===== src/rqwf_pkg.sv =====
`timescale 1ns / 1ps

package rqwf_pkg;

	localparam int WINDOW_MAX     = 4096;
	localparam int LEN_BITS       = 24;
	localparam int QUAL_FRAC_BITS = 16;

	localparam int IDX_W      = $clog2(WINDOW_MAX);
	localparam int WIN_W      = IDX_W + 1;
	localparam int WIN_CFG_W  = 13;
	localparam int TOT_W      = LEN_BITS + QUAL_FRAC_BITS;
	localparam int WSUM_W     = IDX_W + QUAL_FRAC_BITS;
	localparam int PCT_W      = 15;
	localparam int SCALE_SH   = QUAL_FRAC_BITS - 8;
	localparam int NUM_W      = ((TOT_W > WSUM_W) ? TOT_W : WSUM_W) + PCT_W;
	localparam int DIV_A      = LEN_BITS + ((SCALE_SH > 0) ? SCALE_SH : 1);
	localparam int DIV_B      = WIN_W + SCALE_SH;
	localparam int DIV_W      = (DIV_A > DIV_B) ? DIV_A : DIV_B;
	localparam int QUO_W      = IDX_W + PCT_W;
	localparam int CNT_W      = $clog2(QUO_W);
	localparam int CFG_IDX_W  = 3;
	localparam int CFG_DATA_W = LEN_BITS;

	localparam int PCT_MUL    = 100;
	localparam int LSCORE_MUL = 25600;
	localparam int LEN_OFFSET = 5000;
	localparam int HALF_BASE  = 1 << (QUAL_FRAC_BITS - 1);

	localparam int SH_UP = (QUAL_FRAC_BITS >= 16) ? QUAL_FRAC_BITS - 16 : 0;
	localparam int SH_DN = (QUAL_FRAC_BITS < 16) ? 16 - QUAL_FRAC_BITS : 0;

	// configuration register indexes
	localparam logic [CFG_IDX_W-1:0] CFG_WINDOW_BASES       = 3'd0;
	localparam logic [CFG_IDX_W-1:0] CFG_MIN_READ_LENGTH    = 3'd1;
	localparam logic [CFG_IDX_W-1:0] CFG_MAX_READ_LENGTH    = 3'd2;
	localparam logic [CFG_IDX_W-1:0] CFG_MIN_MEAN_QUALITY   = 3'd3;
	localparam logic [CFG_IDX_W-1:0] CFG_MIN_WINDOW_QUALITY = 3'd4;
	localparam logic [CFG_IDX_W-1:0] CFG_CHECK_ENABLES      = 3'd5;

	// check enable bits
	localparam int CHK_MIN_LEN = 0;
	localparam int CHK_MAX_LEN = 1;
	localparam int CHK_MEAN    = 2;
	localparam int CHK_WINDOW  = 3;

	// correctness probability of Phred 0..47, Q16, saturated
	localparam logic [15:0] QUAL_Q16 [48] = '{
		16'd0,     16'd13479, 16'd24186, 16'd32690, 16'd39446, 16'd44812,
		16'd49074, 16'd52460, 16'd55149, 16'd57286, 16'd58982, 16'd60330,
		16'd61401, 16'd62251, 16'd62927, 16'd63464, 16'd63890, 16'd64228,
		16'd64497, 16'd64711, 16'd64881, 16'd65015, 16'd65122, 16'd65208,
		16'd65275, 16'd65329, 16'd65371, 16'd65405, 16'd65432, 16'd65453,
		16'd65470, 16'd65484, 16'd65495, 16'd65503, 16'd65510, 16'd65515,
		16'd65520, 16'd65523, 16'd65526, 16'd65528, 16'd65529, 16'd65531,
		16'd65532, 16'd65533, 16'd65533, 16'd65534, 16'd65534, 16'd65535
	};

	typedef enum logic [2:0] {
		ST_RUN,
		ST_MEAN_GO,
		ST_MEAN_WAIT,
		ST_WIN_GO,
		ST_WIN_WAIT,
		ST_LEN_GO,
		ST_LEN_WAIT,
		ST_EMIT
	} fin_state_t;

	typedef struct packed {
		logic             start;
		logic [NUM_W-1:0] num;
		logic [DIV_W-1:0] den;
	} div_req_t;

	typedef struct packed {
		logic             done;
		logic [QUO_W-1:0] quo;
	} div_rsp_t;

	typedef struct packed {
		logic [LEN_BITS-1:0] read_length;
		logic                length_saturated;
		logic [PCT_W-1:0]    mean_quality;
		logic [PCT_W-1:0]    window_quality;
		logic [PCT_W-1:0]    length_score;
		logic                passed;
	} result_t;

	function automatic logic [QUAL_FRAC_BITS-1:0] char_quality(input logic [7:0] c);
		logic [7:0]  q;
		logic [5:0]  qi;
		logic [31:0] v;
		q  = c - 8'd33;
		qi = (q > 8'd47) ? 6'd47 : q[5:0];
		v  = (32'(QUAL_Q16[qi]) << SH_UP) >> SH_DN;
		if (c < 8'd33) begin
			return '0;
		end
		return QUAL_FRAC_BITS'(v);
	endfunction

endpackage


===== src/rqwf_div.sv =====
`timescale 1ns / 1ps

module rqwf_div (
	input  logic               clk,
	input  logic               arst_n,
	input  rqwf_pkg::div_req_t req,
	output rqwf_pkg::div_rsp_t rsp
);
	import rqwf_pkg::*;

	logic             busy_q;
	logic             done_q;
	logic [CNT_W-1:0] cnt_q;
	logic [DIV_W-1:0] rem_q;
	logic [DIV_W-1:0] den_q;
	logic [QUO_W-1:0] low_q;

	logic [DIV_W:0]   trial;
	logic [DIV_W:0]   diff;
	logic             ge;
	logic [DIV_W-1:0] rem_nxt;

	// one quotient bit per cycle, numerator bits shift out as quotient shifts in
	always_comb begin
		trial   = {rem_q, low_q[QUO_W-1]};
		diff    = trial - {1'b0, den_q};
		ge      = trial >= {1'b0, den_q};
		rem_nxt = ge ? diff[DIV_W-1:0] : trial[DIV_W-1:0];
	end

	always_ff @(posedge clk or negedge arst_n) begin
		if (!arst_n) begin
			busy_q <= 1'b0;
			done_q <= 1'b0;
			cnt_q  <= '0;
		end else begin
			done_q <= 1'b0;
			if (req.start) begin
				busy_q <= 1'b1;
				cnt_q  <= CNT_W'(QUO_W - 1);
			end else if (busy_q) begin
				if (cnt_q == '0) begin
					busy_q <= 1'b0;
					done_q <= 1'b1;
				end else begin
					cnt_q <= cnt_q - CNT_W'(1);
				end
			end
		end
	end

	always_ff @(posedge clk) begin
		if (req.start) begin
			rem_q <= DIV_W'(req.num >> QUO_W);
			low_q <= req.num[QUO_W-1:0];
			den_q <= req.den;
		end else if (busy_q) begin
			rem_q <= rem_nxt;
			low_q <= {low_q[QUO_W-2:0], ge};
		end
	end

	assign rsp.done = done_q;
	assign rsp.quo  = low_q;

	a_start_idle: assert property (@(posedge clk) disable iff (!arst_n)
		req.start |-> !busy_q)
		else $error("divider started while busy");

	a_last_step_done: assert property (@(posedge clk) disable iff (!arst_n)
		busy_q && cnt_q == '0 && !req.start |=> done_q && !busy_q)
		else $error("divider missed its done pulse");

	a_done_single: assert property (@(posedge clk) disable iff (!arst_n)
		done_q |=> !done_q)
		else $error("divider done longer than one cycle");

endmodule


===== config.mk =====
export PLATFORM = sky130hd
export DESIGN_NAME = rqwf_div
export DESIGN_NICKNAME = d
export VERILOG_FILES = /design/src/rqwf_pkg.sv /design/src/rqwf_div.sv
export SDC_FILE = /design/constraint.sdc
export NUM_CORES = 1
export LEC_CHECK = 0
export ABC_AREA = 1
export BUFFER_PORTS_ARGS = -buffer_cell sky130_fd_sc_hd__buf_2
export CAP_MARGIN = 15
export CORE_MARGIN = 2
export CORE_UTILIZATION = 32
export CTS_CLUSTER_SIZE = 25
export DETAILED_ROUTE_END_ITERATION = 16
export GPL_TIMING_DRIVEN = 0
export PLACE_DENSITY = 0.53
export SKIP_CTS_REPAIR_TIMING = 1
export SLEW_MARGIN = 0
export SYNTH_ARGS = -nofsm -noshare
export SYNTH_HDL_FRONTEND = slang
export SYNTH_SLANG_ARGS = --single-unit
export TNS_END_PERCENT = 20

===== constraint.sdc =====
create_clock -name clk -period 2.9 [get_ports clk]
set_clock_uncertainty 0.15 [all_clocks]
set_input_delay 0.145 -clock clk [delete_from_list [all_inputs] [get_ports clk]]
set_output_delay 0.145 -clock clk [all_outputs]
set_load 0.01 [all_outputs]

==> results of run 1 <==
[cells by family after synthesis]
logic type      Yosys count  synth area share (%)
simple gates            590                 36.30
buf+inv                 191                 10.97
flops                    98                 41.77
fa+ha+maj                35                 6.488
compound gates           31                 2.552
xor+xnor                 15                 1.914
[worst max-delay path by stage]
stage,cells after the start,slack (ns),to
3_3_place_gp,8,-1.33,cnt_q[4]$_DFFE_PN0P_
2_1_floorplan,7,0.34,cnt_q[4]$_DFFE_PN0P_
5_1_grt,13,0.03,rem_q[23]$_DFFE_PP_
3_5_place_dp,9,-0.04,cnt_q[4]$_DFFE_PN0P_
4_1_cts,13,0.18,rem_q[23]$_DFFE_PP_
6_report,13,0.18,rem_q[23]$_DFFE_PP_
[through the flow]
stage	total power, uW	TNS, ns	setup WS, ns	instance area [um2]
final	7481	0	0.1847	9029
after global placement	6052	-40.59	-1.331	7795
after floorplan	5045	0	0.3433	6865
after global routing	8199	0	0.02517	9026
after CTS	7454	0	0.1824	8135
after detailed placement	6073	-0.04416	-0.04416	7815
[tightest hold or removal path, delay by kind of cell]
family / cells / cell delay (ns)
AO/OA/AOI/OAI: 1 / 0.15
buffers and inverters: 1 / 0.08
AND/OR/NAND/NOR: 1 / 0.03
[layout make-up]
class,instances,area (um2),share of cell area (%)
repair buffers,207,1496,16.57
plain buffers,22,118.9,1.317
flip-flops and latches,98,2868,31.76
inverters,169,634.4,7.026
multi-input cells,671,3244,35.93
clock buffers,9,225.2,2.494
diodes,1,2.502,0.02772
clock inverters,7,95.09,1.053
well taps,275,344.1,3.811
[state kept, by name, indices dropped and copies added, names as in the netlist]
register and flops:
busy_q 1, cnt_q 5, low_q 27, rem_q 32
den_q 32, done_q 1
[power groups by stage]
| stage | logic, uW | clock network (uW) | registers [uW] |
|---|---|---|---|
| after floorplan | 2970 | 0 | 2070 |
| after global placement | 3950 | 0 | 2100 |
| after detailed placement | 3980 | 0 | 2100 |
| after CTS | 3990 | 1390 | 2080 |
| after global routing | 4650 | 1440 | 2120 |
| final | 4060 | 1350 | 2070 |
[routing by layer]
layer / global-route usage (%) / vias to the layer above
met4: 5.943 / 0
met3: 4.273 / 22
met5: 0 / -
met2: 28.09 / 148
li1: - / 3417
met1: 22.26 / 2817
[synthesized netlist by cell type, drive strengths merged (4+ instances only)]
cell,count
nand2,422
inv,168
edfxtp,87
nand3,72
nor2,52
ha,34
nand3b,28
a21oi,22
xnor2,14
buf,12
clkbuf,10
dfrtp,7
nor3,6
and2,5
dfxtp,4
nand4,4
o21ai,4
==> impl_metrics.ini, run 1 <==
[floorplanning]
die_w_um = 150.5
dieHeight_um = 150.5
num_rows = 53
pin_count = 118
die_area_um2 = 22640
coreArea_um2 = 21020
initial_utilization_pct = 32.66

[clock_network]
cts_tree = built
root_buffer = clkbuf_16
clock_tree.buffer_depth = 2
cts.sinks = 98
ctsHtreeMaxLevel = 3
cts_buffers = 9
path_clk_slew_ns = 0.09
clock_latency_ns = 0.37

[sta]
finalHoldViolations = 0
fin_worst_hold_slack_ns = 0.01876
drv_slew = 0
setup_violations = 0
rsz0062_at_grt = no
finalCritPeriodShare_pct = 93.63
fmax_ghz = 0.3683
finalCriticalPeriod_ns = 2.715
slew_headroom_pct = 39.44
worstMarginPinSlew_ns = 0.9084

[worst_hold_path]
holdCritPathClass = in -> reg
hp-start = req[32]
whs_endpoint = low_q[0]$_DFFE_PP_
holdPathStages = 3

[grt]
grt.overflow.total = 0
grtUsageTotal_pct = 17.23
antenna_found_initial = 1
grt_max_degree = 40
grt_pass1_wl_mm = 30.25
first_global_vias = 6058

[detailed_routing]
drt_drc_violations_left = 0
wl_per_cell_um = 13.39
drt-total-wl_mm = 19.54
dr_wl_met3_um = 912
wl_met2_mm = 8.824
drt_iter0_markers = 274
highest_layer = met4
vias_per_cell = 4.389
vias = 6404
ant_nets = 0
drt-met1-wl_mm = 9.377
drt-pass1-iter-count = 6

[critical_path]
r2r_slack_ns = 0.18
crit_path_end_kind = register
reg2reg_to = rem_q[23]$_DFFE_PP_
critPathTopFamily = simple AND/OR/NAND/NOR gates
reg2reg_depth = 13
path_common_cell = nand2_1
crit_start = rem_q[22]$_DFFE_PP_
required_ns = 2.88
cp_slowest_stage_delay_ns = 0.45
crit_path_cell_trace = ha_1, nand2_1, nor2_1, nand2_1, nor2_1, nand2_1, nand2_2, nor2_4, nand2_4, buf_6, nand2_1, nand3_1, nand2_1
r2r_start = rem_q[22]$_DFFE_PP_
cp_max_fo = 10
cp_slowest_cell = edfxtp_1
critical_path_class = reg -> reg
arrival_ns = 2.70
critPathLaunchType = register
critPathBufInv = 1

[place]
dp.cells = 1353
io_buffers = 117
dp.final_hpwl_mm = 14.57
gp_congestion = 0.8895

[power]
power.density_nw_per_um2 = 828.6
comb_power_share_pct = 54.2
irDropWorstVdd_uv = 363.4
pwr-share-seq_pct = 27.7
swShare_pct = 44.58
power.internal_uw = 4146
leakage_uw = 0.004776
clockPowerShare_pct = 18.0
p_switching_uw = 3335

[synthesis]
synth-async-reset-ratio_pct = 7.143
ys_types = 35
synth_ff_type = edfxtp_1
syn_nets = 1085
yosysTopAreaCell = edfxtp_1
syn_area_um2 = 6865
yosys-top-cells-area = edfxtp_1 (38%), nand2_1 (23%), inv_1 (9.1%)
netlist_instances = 960
synth-edff-count = 87
syn_avg_cell_area_um2 = 7.151
ys_seq_elements = 98
seq_area_frac_synth_pct = 41.77
synth_top_area_share_pct = 38.05
yosysWarnings = 0

[final_layout]
final_cells = 1459
drive_above_1_share_pct = 13.69
final_common_cell = nand2_1
num-fill-cells = 2188
fin_util_pct = 42.95
layout_common_cells = nand2_1 (417), inv_1 (166), buf_2 (125)
area_growth_pct = 31.51
fin_nets = 1303

[outcome]
status = completed

[flow_run]
drv_cap = 0
Note: power is estimated with default switching activity, not from simulation.
==> inputs of run 2 (changes only) <==
- MAX_ROUTING_LAYER: unset -> met4
- TNS_END_PERCENT: 20 -> unset
- clock period: 2.9 -> 3.11 ns (I/O delays scaled with it)
==> impl_metrics.ini, run 2 (synthesis gave the netlist of run 1 again) <==
[sta]
finalCritPeriodShare_pct = 87.07
slew_headroom_pct = 40.50
rsz0062_at_grt = no
worstMarginPinSlew_ns = 0.8926
finalHoldViolations = 0
finalCriticalPeriod_ns = 2.708
setup_violations = 0
fin_setup_tns_ns = 0
drv_slew = 0
fmax_ghz = 0.3693

[floorplanning]
die_area_um2 = 22640
num_rows = 53
pin_count = 118
dieHeight_um = 150.5
initial_utilization_pct = 32.66
die_w_um = 150.5
coreArea_um2 = 21020

[detailed_routing]
vias_per_cell = 4.384
vias = 6387
wl_per_cell_um = 13.45
drt_iter0_markers = 282
ant_nets = 0
drt_drc_violations_left = 0
drt-pass1-iter-count = 4
drt-total-wl_mm = 19.59

[power]
totalPowerFinal_uw = 6884
pwr-share-seq_pct = 28.1
leakage_uw = 0.004756
irDropWorstVdd_uv = 322.3
comb_power_share_pct = 54.9
swShare_pct = 45.09
power.density_nw_per_um2 = 766.5
clockPowerShare_pct = 16.9
power.internal_uw = 3780
p_switching_uw = 3104

[clock_network]
cts.sinks = 98
cts_buffers = 9
cts_tree = built
clock_latency_ns = 0.37
ctsHtreeMaxLevel = 3
root_buffer = clkbuf_16
path_clk_slew_ns = 0.09
clock_tree.buffer_depth = 2

[place]
gp_congestion = 0.8924
placed_cell_area_um2 = 7815
io_buffers = 117
dp.final_hpwl_mm = 14.57
dp.cells = 1353

[grt]
grt.overflow.total = 0
grtUsageTotal_pct = 17.95
first_global_vias = 6024
grt_max_degree = 40
grt_pass1_wl_mm = 30.43
antenna_found_initial = 1

[flow_run]
drv_cap = 0

[final_layout]
layout.area.seq_um2 = 2868
largestRegisters = den_q (32), rem_q (32), low_q (27)
num-fill-cells = 2212
final_cells = 1457
multiInputGateArea_um2 = 3244
layout_common_cells = nand2_1 (417), inv_1 (166), buf_2 (125)
final_area_um2 = 8981
final_common_cell = nand2_1
fin_nets = 1301
area_growth_pct = 30.82
fin_util_pct = 42.72
drive_above_1_share_pct = 13.72

[critical_path]
cp_slowest_stage_delay_ns = 0.40
crit_path_cell_trace = ha_1, a21oi_1, o21ai_0, a21oi_1, nand2_2, nor2_4, buf_2, nand3_1, nand3_1, nand2_1
critPathLaunchType = register
arrival_ns = 2.67
cp_max_fo = 10
cp_slowest_cell = edfxtp_1
critPathTopFamily = compound AO/OA/AOI/OAI gates
required_ns = 3.07
critical_path_class = reg -> reg
critPathBufInv = 1
crit_path_end_kind = register

[worst_hold_path]
holdCritPathClass = in -> async

[outcome]
status = completed
## run 2: cell count changes in the layout (fill, tap and decap cells not counted), sizes merged
cell         previous run  this run
dlygate4sd3            89        87
inv                   172       173
bufinv                  1         0
## run 2: layer usage
layer  vias up  wire (um)  global-route usage [%]
met2       133       8962                   28.75
met3        21        788                   3.788
met5         -          0                       -
li1       3417          -                       -
met4         0        306                   4.953
met1      2816       9533                   23.03
## run 2: worst paths after layout
path	to	slack [ns]	cells after the start	start
max	rem_q[24]$_DFFE_PP_	0.40	10	rem_q[25]$_DFFE_PP_
min	cnt_q[2]$_DFFE_PN0P_	0.004	2	arst_n
max reg2reg	rem_q[24]$_DFFE_PP_	0.40	10	rem_q[25]$_DFFE_PP_
min reg2reg	rem_q[29]$_SDFFE_PP0P_	0.33	2	rem_q[29]$_SDFFE_PP0P_
max in group asynchronous	cnt_q[0]$_DFFE_PN0P_	2.64	2	arst_n
min in group clk	low_q[0]$_DFFE_PP_	0.04	3	req[32]
## run 2: final cells by class
| class | count | share of cell area [%] |
|---|---|---|
| multi-input cells | 671 | 36.12 |
| flip-flops and latches | 98 | 31.93 |
| repair buffers | 205 | 16.44 |
| inverters | 169 | 7.063 |
| well taps | 275 | 3.831 |
| clock buffers | 9 | 2.508 |
| plain buffers | 22 | 1.323 |
| clock inverters | 7 | 0.7523 |
| diodes | 1 | 0.02786 |
## run 2: through the flow
step	setup slack (ns)	hold slack, ns
finish	0.4021	0.003822
floorplan	0.5533	-0.2901
CTS	0.3818	-0.5517
global route	0.1464	0.006187
global placement	-1.140	-0.1480
detailed placement	0.1313	-0.1437
## run 2: power by group through the flow
stage | logic [uW] | clock network (uW) | registers, uW
6_report | 3780 | 1160 | 1940
5_1_grt | 4330 | 1250 | 1970
4_1_cts | 3720 | 1210 | 1940
3_5_place_dp | 3710 | 0 | 1950
3_3_place_gp | 3690 | 0 | 1960
2_1_floorplan | 2770 | 0 | 1930
